[src/rtl/idiv_pkg.sv]
// Shared types for the iterative integer divider: controller states and datapath commands.
package idiv_pkg;

	typedef enum logic [2:0] {
		ST_IDLE = 3'b001,
		ST_RUN  = 3'b010,
		ST_DONE = 3'b100
	} idiv_state_t;

	typedef struct packed {
		logic load;
		logic step;
		logic finish;
	} idiv_cmd_t;

endpackage

[src/rtl/idiv_dp.sv]
// Datapath of the divider: operand magnitudes, shift-subtract loop and result registers.
module idiv_dp #(
	parameter int DATA_WIDTH = 32
) (
	input  logic                  clk,
	input  idiv_pkg::idiv_cmd_t   cmd,
	input  logic                  op,
	input  logic [DATA_WIDTH-1:0] dividend,
	input  logic [DATA_WIDTH-1:0] divisor,
	output logic [DATA_WIDTH-1:0] quotient,
	output logic [DATA_WIDTH-1:0] remainder,
	output logic                  divide_by_zero
);
	import idiv_pkg::*;

	logic                  neg_n;
	logic                  neg_d;
	logic [DATA_WIDTH-1:0] mag_n;
	logic [DATA_WIDTH-1:0] mag_d;
	logic [DATA_WIDTH:0]   shifted;
	logic [DATA_WIDTH:0]   diff;
	logic                  ge;

	logic [DATA_WIDTH-1:0] rem_q;
	logic [DATA_WIDTH-1:0] acc_q;
	logic [DATA_WIDTH-1:0] den_q;
	logic                  qneg_q;
	logic                  op_q;
	logic                  dz_q;
	logic [DATA_WIDTH-1:0] quo_out_q;
	logic [DATA_WIDTH-1:0] rem_out_q;
	logic                  dz_out_q;

	always_comb begin
		neg_n   = op & dividend[DATA_WIDTH-1];
		neg_d   = op & divisor[DATA_WIDTH-1];
		mag_n   = neg_n ? ('0 - dividend) : dividend;
		mag_d   = neg_d ? ('0 - divisor) : divisor;
		// Partial remainder stays below the divisor, so one extra bit covers the shift.
		shifted = {rem_q, acc_q[DATA_WIDTH-1]};
		diff    = shifted - {1'b0, den_q};
		ge      = ~diff[DATA_WIDTH];
	end

	always_ff @(posedge clk) begin
		if (cmd.load) begin
			rem_q  <= '0;
			acc_q  <= mag_n;
			den_q  <= mag_d;
			qneg_q <= neg_n ^ neg_d;
			op_q   <= op;
			dz_q   <= (divisor == '0);
		end else if (cmd.step) begin
			rem_q <= ge ? diff[DATA_WIDTH-1:0] : shifted[DATA_WIDTH-1:0];
			acc_q <= {acc_q[DATA_WIDTH-2:0], ge};
		end
		if (cmd.finish) begin
			if (dz_q) begin
				quo_out_q <= '0;
			end else if (qneg_q) begin
				quo_out_q <= '0 - acc_q;
			end else begin
				quo_out_q <= acc_q;
			end
			rem_out_q <= (dz_q | op_q) ? '0 : rem_q;
			dz_out_q  <= dz_q;
		end
	end

	assign quotient       = quo_out_q;
	assign remainder      = rem_out_q;
	assign divide_by_zero = dz_out_q;

endmodule

[src/rtl/idiv_ctrl.sv]
// Controller of the divider: request and response handshakes and the step counter.
module idiv_ctrl #(
	parameter int DATA_WIDTH = 32
) (
	input  logic                clk,
	input  logic                arst_n,
	input  logic                req_valid,
	output logic                req_stall,
	output logic                rsp_valid,
	input  logic                rsp_stall,
	output idiv_pkg::idiv_cmd_t cmd
);
	import idiv_pkg::*;

	localparam int CW = $clog2(DATA_WIDTH);

	idiv_state_t state_q;
	idiv_state_t state_d;
	logic [CW-1:0] cnt_q;
	logic          rsp_valid_q;
	logic          accept;
	logic          out_free;

	always_comb begin
		req_stall  = (state_q != ST_IDLE);
		accept     = req_valid & ~req_stall;
		out_free   = ~rsp_valid_q | ~rsp_stall;
		cmd.load   = accept;
		cmd.step   = (state_q == ST_RUN);
		cmd.finish = (state_q == ST_DONE) & out_free;
		state_d    = state_q;
		unique case (state_q)
			ST_IDLE: begin
				if (accept) state_d = ST_RUN;
			end
			ST_RUN: begin
				if (cnt_q == '0) state_d = ST_DONE;
			end
			ST_DONE: begin
				if (out_free) state_d = ST_IDLE;
			end
			default: state_d = ST_IDLE;
		endcase
	end

	always_ff @(posedge clk or negedge arst_n) begin
		if (!arst_n) begin
			state_q     <= ST_IDLE;
			cnt_q       <= '0;
			rsp_valid_q <= 1'b0;
		end else begin
			state_q <= state_d;
			if (accept) begin
				cnt_q <= CW'(DATA_WIDTH - 1);
			end else if (cmd.step) begin
				cnt_q <= cnt_q - 1'b1;
			end
			if (cmd.finish) begin
				rsp_valid_q <= 1'b1;
			end else if (~rsp_stall) begin
				rsp_valid_q <= 1'b0;
			end
		end
	end

	assign rsp_valid = rsp_valid_q;

endmodule

[src/rtl/integer_divider_signed_unsigned.sv]
// The radix-2 shift-subtract loop takes one quotient bit per cycle: operand magnitudes are
// loaded when a request is accepted, and the sign is fixed as the result is written to the
// output register. New requests are stalled until the previous result is in that register.
// A finished result sits in the output register, so a new request can start while it waits.
// Reset (arst_n, asynchronous, active low) clears the controller state and response valid;
// data registers are not reset.
module integer_divider_signed_unsigned #(
	parameter int DATA_WIDTH = 32
) (
	input  logic                  clk,
	input  logic                  arst_n,
	input  logic                  req_valid,
	output logic                  req_stall,
	input  logic                  op,
	input  logic [DATA_WIDTH-1:0] dividend,
	input  logic [DATA_WIDTH-1:0] divisor,
	output logic                  rsp_valid,
	input  logic                  rsp_stall,
	output logic [DATA_WIDTH-1:0] quotient,
	output logic [DATA_WIDTH-1:0] remainder,
	output logic                  divide_by_zero
);
	import idiv_pkg::*;

	// Commands from the controller to the datapath. The controller owns the
	// handshakes and counts the loop; the datapath only follows its commands.
	idiv_cmd_t cmd;

	idiv_ctrl #(
		.DATA_WIDTH(DATA_WIDTH)
	) u_ctrl (
		.clk       (clk),
		.arst_n    (arst_n),
		.req_valid (req_valid),
		.req_stall (req_stall),
		.rsp_valid (rsp_valid),
		.rsp_stall (rsp_stall),
		.cmd       (cmd)
	);

	// The datapath works on magnitudes: in signed mode the operands are negated
	// when negative, the unsigned quotient is built one bit per step, and it is
	// negated at the end when the operand signs differ. A zero divisor forces
	// quotient and remainder to zero and raises the error flag. Signed mode
	// reports a zero remainder.
	idiv_dp #(
		.DATA_WIDTH(DATA_WIDTH)
	) u_dp (
		.clk            (clk),
		.cmd            (cmd),
		.op             (op),
		.dividend       (dividend),
		.divisor        (divisor),
		.quotient       (quotient),
		.remainder      (remainder),
		.divide_by_zero (divide_by_zero)
	);

`ifndef SYNTHESIS
	// A result must never overwrite one that is still waiting to be taken.
	a_no_overwrite: assert property (@(posedge clk) disable iff (!arst_n)
		cmd.finish |-> !(rsp_valid && rsp_stall))
		else $error("result written over a pending response");

	// Only one request is in flight: after acceptance the input side is stalled.
	a_one_in_flight: assert property (@(posedge clk) disable iff (!arst_n)
		(req_valid && !req_stall) |=> req_stall)
		else $error("request accepted while another is in work");

	// A divide-by-zero response carries zero quotient and remainder.
	a_dz_zero: assert property (@(posedge clk) disable iff (!arst_n)
		(rsp_valid && divide_by_zero) |-> (quotient == '0 && remainder == '0))
		else $error("divide by zero with nonzero result");
`endif

endmodule

[config.mk]
export PLATFORM = sky130hd
export DESIGN_NAME = integer_divider_signed_unsigned
export DESIGN_NICKNAME = d
export VERILOG_FILES = /design/src/rtl/idiv_pkg.sv /design/src/rtl/idiv_dp.sv /design/src/rtl/idiv_ctrl.sv /design/src/rtl/integer_divider_signed_unsigned.sv
export SDC_FILE = /design/constraint.sdc
export NUM_CORES = 1
export LEC_CHECK = 0
export ABC_AREA = 0
export BUFFER_PORTS_ARGS = -buffer_cell sky130_fd_sc_hd__buf_2
export CAP_MARGIN = 20
export CORE_MARGIN = 2
export CORE_UTILIZATION = 30
export DETAILED_ROUTE_END_ITERATION = 6
export REMOVE_ABC_BUFFERS = 1
export SKIP_LAST_GASP = 1
export SYNTH_ARGS = -nofsm -noshare
export SYNTH_HDL_FRONTEND = slang
export SYNTH_SLANG_ARGS = --single-unit
[constraint.sdc]
create_clock -name clk -period 5.9 [get_ports clk]
set_input_delay 1.18 -clock clk [delete_from_list [all_inputs] [get_ports clk]]
set_output_delay 1.18 -clock clk [all_outputs]
set_load 0.03 [all_outputs]
==> results, run 1 <==
- The DRC violations left is 0.
- The number of detailed-routing iterations run before antenna repair is 5.
- The power density over the cells is 327.9 mW/mm2.
- The global-route wire length before repair is 39790 um.
- The count of nets left with antenna violations after detail routing is 0.
- Static timing analysis puts the maximum clock frequency at 256.2 MHz.
- By startpoint and endpoint, the worst setup path is classified as flip-flop to flip-flop.
- The synthesis-to-layout area growth is 17.09%.
- The share of cell area taken by muxes after synthesis is 2.834%.
- The number of different library cells used by synthesis comes to 78.
- After legalization and detailed placement, the total HPWL measured 18410 um.
- The largest net degree at the start of global routing is 68.
- Max-cap violations in this run came to 0.
- The total leakage power is 4.730 nW.
- The clock-pin transition on the worst setup and hold timing paths is 70 ps.
- At the end of the flow the core is filled with cells to 35.83%.
- Setup repair after global routing left no endpoint under its margin.
- In this run the tool buffered the top-level ports with 135 buffer cells.
- The maximum clock skew at final layout is 10.69 ps.
- The path class of the tightest hold or removal check is flip-flop to flip-flop.
- The total number of vias is 7837.
- The register bit total from synthesis is 173.
- After routing the design area is 0.01204 mm2.
- The worst pin sits at a relative slew slack of 32.57%.
- Data on the critical path is required at its endpoint by 6240 ps.
- After floorplanning, the core was divided into 67 placement rows.
- The post-cts sizing count is 0.
- By area, the combinational part of the netlist is dominated by simple AND/OR/NAND/NOR gates.
- The number of buffers created by CTS is 17.
- The final hold violation count is 0.
- The origin of the worst min-delay path is u_dp.rem_q[12].
- The hold path endpoint is u_dp.rem_q[12].
- The worst reg-to-reg path cell count is 14.
- The max-slew violation count is 0.
- The worst setup timing slack at the placement stage is 1876 ps.
- The initial antenna violation count is 7.
- The mean number of vias per cell is 4.814.
- Summing the areas of all xor and xnor instances in the mapped netlist gives 9.962% of the synthesized area.
- The capture point of the worst reg-to-reg path is u_dp.rem_q[24].
- The routed length per instance is 15.54 um.
- Setup violations remaining at the end of the flow were counted as 0.
- The count of clock tree sinks is 173.
- The async set-or-reset flop fraction in the synthesized netlist is 5.202%.
- The slew at the pin closest to its max-slew limit is 1002 ps.
- In this run, the number of DRC markers left after iteration 0 of detailed routing was 526.
- The share of layout cells above drive strength 1 is 18.45%.
- Once the floorplan was initialized, standard cells occupied 30.60% of the core.
- The run finished with clean final reports.
- The summed negative setup slack over all endpoints is 0 ps.
- The predominant post-synthesis flop cell is edfxtp_1.
- TritonCTS built the clock tree.
- The cell sitting at the root of the clock tree is a clkbuf_16.
- After Yosys synthesis, full adders, half adders and majority gates account for 4.695% of the synthesized area.
- The count of warnings emitted by yosys is 0.
- The critical-path maximum fanout is 25.
- In this run the cell area measured after placement is 0.01144 mm2.
- The quantity of hold-fixing buffers added after cts is 0.
- The clock passes through at most 2 buffers.
- Leaving out fill and tap cells, the most frequent cells in the layout are 135 x buf_2, 132 x edfxtp_1, 121 x nand2_1, 89 x nor2_1, 75 x xor2_1.
- The area share of and/or/nand/nor cells after synthesis is 17.53%.
- The post-route worst setup slack is 1997 ps.
- The sequential fraction of the synthesis area is 46.97%.
- The post-synthesis instance total is 1038.
- The area fraction of the dominant cell type after synthesis is 38.54%.
- The floorplan step defined a die boundary enclosing 0.03578 mm2.
- In this run the count of I/O pins placed on the die edge is 136.
- The later-pin clock latency in the skew report is 450 ps.
- The final cycle utilization of the critical path is 66.16%.
- Summed over all layers, the global routing overflow is 0.
- The slack of the worst reg-to-reg path is 2000 ps.
- The total routed wirelength is 25300 um.
- The average size of a mapped cell is 9.910 um2.
- The number of buffers inserted by post-CTS setup repair is 0.
- After the last flow step, the layout net total stands at 1270.
- The vertical extent of the die is 189.2 um.
- The endpoint arrival time on the critical path is 4240 ps.
- The library cell used most frequently in the layout, excluding fill and tap cells, is buf_2.
- The via count of the first global-routing pass is 7522.
- The library cell occupying the most area in the post-synthesis netlist is edfxtp_1.
- The worst setup path is launched from a flip-flop.
- The startpoint of the most critical register-to-register path is u_dp.acc_q[31].
- The placer congestion estimate is 0.8688.
- The final worst hold slack is 487.5 ps.
- Measured along the x axis, the die boundary spans 189.2 um.
- The number of enable-type register cells in the synthesized netlist is 132.
- The placeable core region is 0.03362 mm2.
- Summing the areas of all compound-gate instances in the mapped netlist gives 14.46% of the synthesized area.
- The cell area after technology mapping is 0.01029 mm2.
- The instance count along the most critical hold path is 2.
- The H-tree generated during clock tree synthesis spans 4 levels.
- STA classifies the critical path endpoint as a flip-flop.
- By area the synthesized netlist is led by edfxtp_1 39%, xor2_1 6.4%, dfxtp_1 6.2%.
- The global router's overall resource usage is 14.23%.
- The post-layout minimum cycle time is 3903 ps.
- The highest ir drop seen on vdd is 0.0002720 V.
## worst max-delay path, stage by stage (launching register included)
cell and delay (ps):
edfxtp_1 320, inv_1 70, ha_1 210, fa_1 400, nand2b_1 190, a21oi_2 180, o211ai_1 120, a21oi_1 170
nor2_2 90, o21ai_2 230, nor2_1 140, a311oi_4 810, buf_4 490, nor2_1 90, a221o_1 260
## area by class of cell
class,instances,area [um2]
clock buffer,17,425.4
clock inverter,15,138.9
antenna,4,10.01
inverter,50,187.7
multi-input combinational,776,5120
fill,3350,21570
sequential,173,4831
timing repair buffer,145,770.7
tap,448,560.5
## cells in the mapped netlist (4+ instances only)
master and count:
edfxtp_1 132, inv_1 49, o21ai_1 23, a21oi_1 52, nor3_1 15, dfxtp_1 32, o41ai_1 4, o211ai_1 6
a31oi_1 9, nor2b_1 8, nand2_1 121, dfrtp_1 8, nor4_1 8, xnor2_1 42, or3_1 8, o21a_1 8
a21o_1 16, ha_1 37, o2111ai_1 4, clkbuf_1 33, nand3_1 14, and3_1 5, nand2b_1 9, nand4_1 5
and2_1 40, o41ai_2 4, o31ai_1 17, o21ai_0 64, xor2_1 75, nand3b_1 4, nor2_1 90, or4_1 4
buf_6 4, mux2i_1 28
## power by group
| group | total, W | internal, W | switching [W] |
|---|---|---|---|
| combinational | 0.00105 | 0.000383 | 0.000663 |
| sequential | 0.00180 | 0.00162 | 0.000182 |
| clock | 0.00110 | 0.000587 | 0.000515 |
| total | 0.00395 | 0.00259 | 0.00136 |
## registers in the layout (all words and copies together), names as in the netlist, 3 cells and up
signal	count
u_dp.rem_q	32
u_ctrl.cnt_q	5
u_dp.remainder	32
u_dp.acc_q	32
u_dp.quotient	32
u_ctrl.state_q	3
u_dp.den_q	32
## per-layer routing
layer | vias to the layer above | GRT usage, % | share of wire [%]
met5 | - | 0 | 0.12
met4 | 6 | 5.048 | 1.8
met3 | 35 | 3.503 | 5.1
met2 | 164 | 22.71 | 46
met1 | 3679 | 18.72 | 47
li1 | 3953 | - | -
## through the flow
step,total power (W),cells
after floorplan,0.002528,999
after global placement,0.002853,1591
after detailed placement,0.002867,1591
after CTS,0.003983,1623
after global routing,0.004207,1626
final,0.003949,1628
## kinds of logic (layout without fill, tap and decap cells)
logic type / count (synthesis) / in the layout
multiplexers: 29 / 29
adder cells (fa/ha/maj): 38 / 38
AND/OR/NAND/NOR: 359 / 359
other: 0 / 4
flip-flops: 173 / 173
XOR/XNOR: 117 / 117
AO/OA/AOI/OAI: 233 / 233
buffers and inverters: 89 / 227
## worst max path at each step
stage | start | end | depth (start not counted)
floorplan | req_valid | u_dp.acc_q[0] | 4
finish | u_dp.acc_q[31] | u_dp.rem_q[24] | 14
CTS | u_dp.acc_q[31] | u_dp.rem_q[24] | 14
global placement | divisor[4] | u_dp.den_q[25] | 11
global route | u_dp.acc_q[31] | u_dp.rem_q[27] | 14
detailed placement | divisor[4] | u_dp.den_q[25] | 11
Note: power is estimated with default switching activity, not from simulation.
==> run 2, diff against run 1 <==
Clock period 5.9 ns to 3.3 ns, I/O delays scaled along.
==> run 2 against run 1 <==
Global-route usage grew 0.27 points. Count of clock-buffer cells in the layout grew 3. Combinational power grew 82%. Register-to-register slack lost 1800 ps. Utilization grew 0.65 points. Die area is the same. Clock skew grew 5.1 ps. Critical path type unchanged. Critical endpoint is now u_dp.rem_q[16].
==> results, run 2 (synthesis results as in run 1) <==
- Timing would allow up to 319.6 MHz.
- The worst-case headroom to the max-slew limit is 37.34%.
- Net switching is 34.22% of the power.
- The starting DRC count in detailed routing is 431.
- Input and output buffers added on the ports amount to 135.
- The power density over the cells is 586.2 mW/mm2.
- The filler cells instantiated in the layout total 3377.
- The type of element capturing the critical path is a flip-flop.
- The total routed wirelength is 25960 um.
- For this run, the number of standard cells in the final layout without fillers is 1651.
- Counting along the longest clock path gives a buffer depth of 2.
- The initial antenna violation count was 8.
- The highest ir drop seen on vdd is 0.0004171 V.
- The largest net degree at the start of global routing is 67.
- The class of the most critical setup path is flip-flop to flip-flop.
- The die covers 0.03578 mm2.
- The clock-pin transition on the worst setup and hold timing paths is 70 ps.
- Hold timing on the final database bottoms out at a slack of 63.42 ps.
- For this run, the total global-route usage over all layers was measured as 14.50%.
- The analysis attributes to cell leakage a power of 4.853 nW.
- The number of detailed-routing iterations run before antenna repair is 6.
- The clock network accounts for 28.5% of the total power.
- The via count of the first global-routing pass came to 7690.
- The worst register-to-register path has a setup slack of 170 ps.
- The number of buffers created by CTS is 17.
- The final hold violation count is 0.
- The die is 189.2 um tall.
- Across all layers, the routed design uses 8021 vias.
- Across the run, the number of max-cap violations was 0.
- The number of placed instances with taps included is 1605.
- The final cycle utilization of the critical path is 94.81%.
- For this design the top-level I/O count stands at 136.
- The count of nets left with antenna violations after detail routing is 0.
- The data required time at the worst endpoint is 3600 ps.
- After floorplanning, the core was divided into 67 placement rows.
- The layout net count is 1292.
- The worst register-to-register path ends at u_dp.rem_q[16].
- The run finished with clean final reports.
- The initial utilization of the core area, before any placement, comes to 30.60%.
- The TritonCTS clock tree is built.
- The startpoint type of the worst setup path is a flip-flop.
- The share of power burned in registers is 44.9%.
- The post-layout minimum cycle time is 3129 ps.
- Prior to clock tree synthesis, the placed netlist has a worst setup slack of 63.31 ps.
- For the worst flop-to-flop path, the logic depth is 14.
- The tree is rooted in a clkbuf_16.
- The final core area utilization is 36.48%.
- The HPWL after detailed placement is 18790 um.
- The startpoint identified for the worst register-to-register timing path is u_dp.den_q[0].
- The max-slew violation count is 0.
- The overall overflow remaining after global route is 0.
- The critical-path maximum fanout is 9.
- For the worst setup path, the data arrival time is 3430 ps.
- The switching power of the nets is 0.002459 W.
- At the pin with the least slew margin, the transition time is 936.5 ps.
- The width of the chip is 189.2 um.
- The placeable core region is 0.03362 mm2.
- Setup violations remaining at the end of the flow were counted as 0.
- The synthesis-to-layout area growth is 19.21%.
- Leaving out fill and tap cells, the most frequent cells in the layout are 135 x buf_2, 132 x edfxtp_1, 121 x nand2_1, 89 x nor2_1, 75 x xor2_1.
- For this design, the sink count on the clock tree is 173.
- The post-route netlist has 19.87% of its cells at a drive strength greater than 1.
- The combinational fraction of design power is 26.6%.
- The global-route wire length before repair is 40610 um.
- At the end of routability-driven placement, the weighted congestion stood at 0.8547.
- The later-pin clock latency in the skew report is 450 ps.
- For this run, design rule violations remaining after detail routing come to 0.
- In this run the worst hold path is classified as input port to async pin.
- The mean number of vias per cell is 4.858.
- The summed negative setup slack over all endpoints is 0 ps.
- Setup slack closes at 171.4 ps.
- Dividing the detail-routed wire length by the instance count gives 15.73 um.
- Internal power comes to 0.004728 W.
- The most common cell after layout, fill and taps aside is buf_2.
- The number of H-tree levels is 4.
- The maximum clock skew at final layout is 15.80 ps.
- In this run, post-CTS hold repair placed 0 buffers.
-- run 2: cell type report --
| class | count | area (um2) | area share [%] |
|---|---|---|---|
| clock buffers | 20 | 446.7 | 3.643 |
| diodes | 5 | 12.51 | 0.1020 |
| well taps | 448 | 560.5 | 4.571 |
| flip-flops and latches | 173 | 4831 | 39.40 |
| repair buffers | 167 | 952.2 | 7.765 |
| multi-input cells | 776 | 5132 | 41.86 |
| clock inverters | 12 | 138.9 | 1.133 |
| inverters | 50 | 187.7 | 1.531 |
-- run 2: worst max path at each step --
stage / from / endpoint
after global routing: u_dp.den_q[0] / u_dp.rem_q[4]
final: u_dp.den_q[0] / u_dp.rem_q[16]
after detailed placement: divisor[0] / u_dp.den_q[28]
after floorplan: req_valid / u_dp.acc_q[0]
after CTS: u_dp.den_q[0] / u_dp.rem_q[18]
after global placement: divisor[4] / u_dp.den_q[25]
-- run 2: per-stage QoR --
stage	power (W)	cell area [um2]
after detailed placement	0.005193	11570
after CTS	0.007256	12160
after global routing	0.007627	12260
final	0.007188	12260
after global placement	0.005164	11570
after floorplan	0.004520	10110
-- run 2: what timing repair did --
| action | 4_1_cts | 5_1_grt |
|---|---|---|
| endpoints found under the setup margin | 0 | 12 |
| resized for setup | 0 | 3 |
| setup buffers | 0 | 9 |
-- run 2: worst max-delay path, cell delays in order, from the launching register on --
cell      delay, ps
edfxtp_1        380
ha_1            240
fa_1            400
nand2b_1        190
a21oi_2         190
o211ai_1        130
a21oi_1         190
nor2_2           70
o21ai_2         150
nor2_1          110
a311oi_4        310
buf_12          170
buf_6           170
mux2i_1         210
o21ai_1          70
-- run 2: power groups by stage --
stage / clock network (W) / registers, W / logic (W)
2_1_floorplan: 0 / 0.00321 / 0.00131
3_3_place_gp: 0 / 0.00325 / 0.00191
3_5_place_dp: 0 / 0.00327 / 0.00192
4_1_cts: 0.00210 / 0.00322 / 0.00194
5_1_grt: 0.00217 / 0.00328 / 0.00217
6_report: 0.00205 / 0.00323 / 0.00191
-- run 2: per-layer routing --
layer | GRT usage [%] | wire, um | vias to the layer above
li1 | - | - | 3990
met1 | 19.39 | 12290 | 3813
met2 | 23.12 | 11870 | 185
met3 | 3.429 | 1382 | 27
met4 | 4.627 | 386 | 6
met5 | 0 | 38 | -
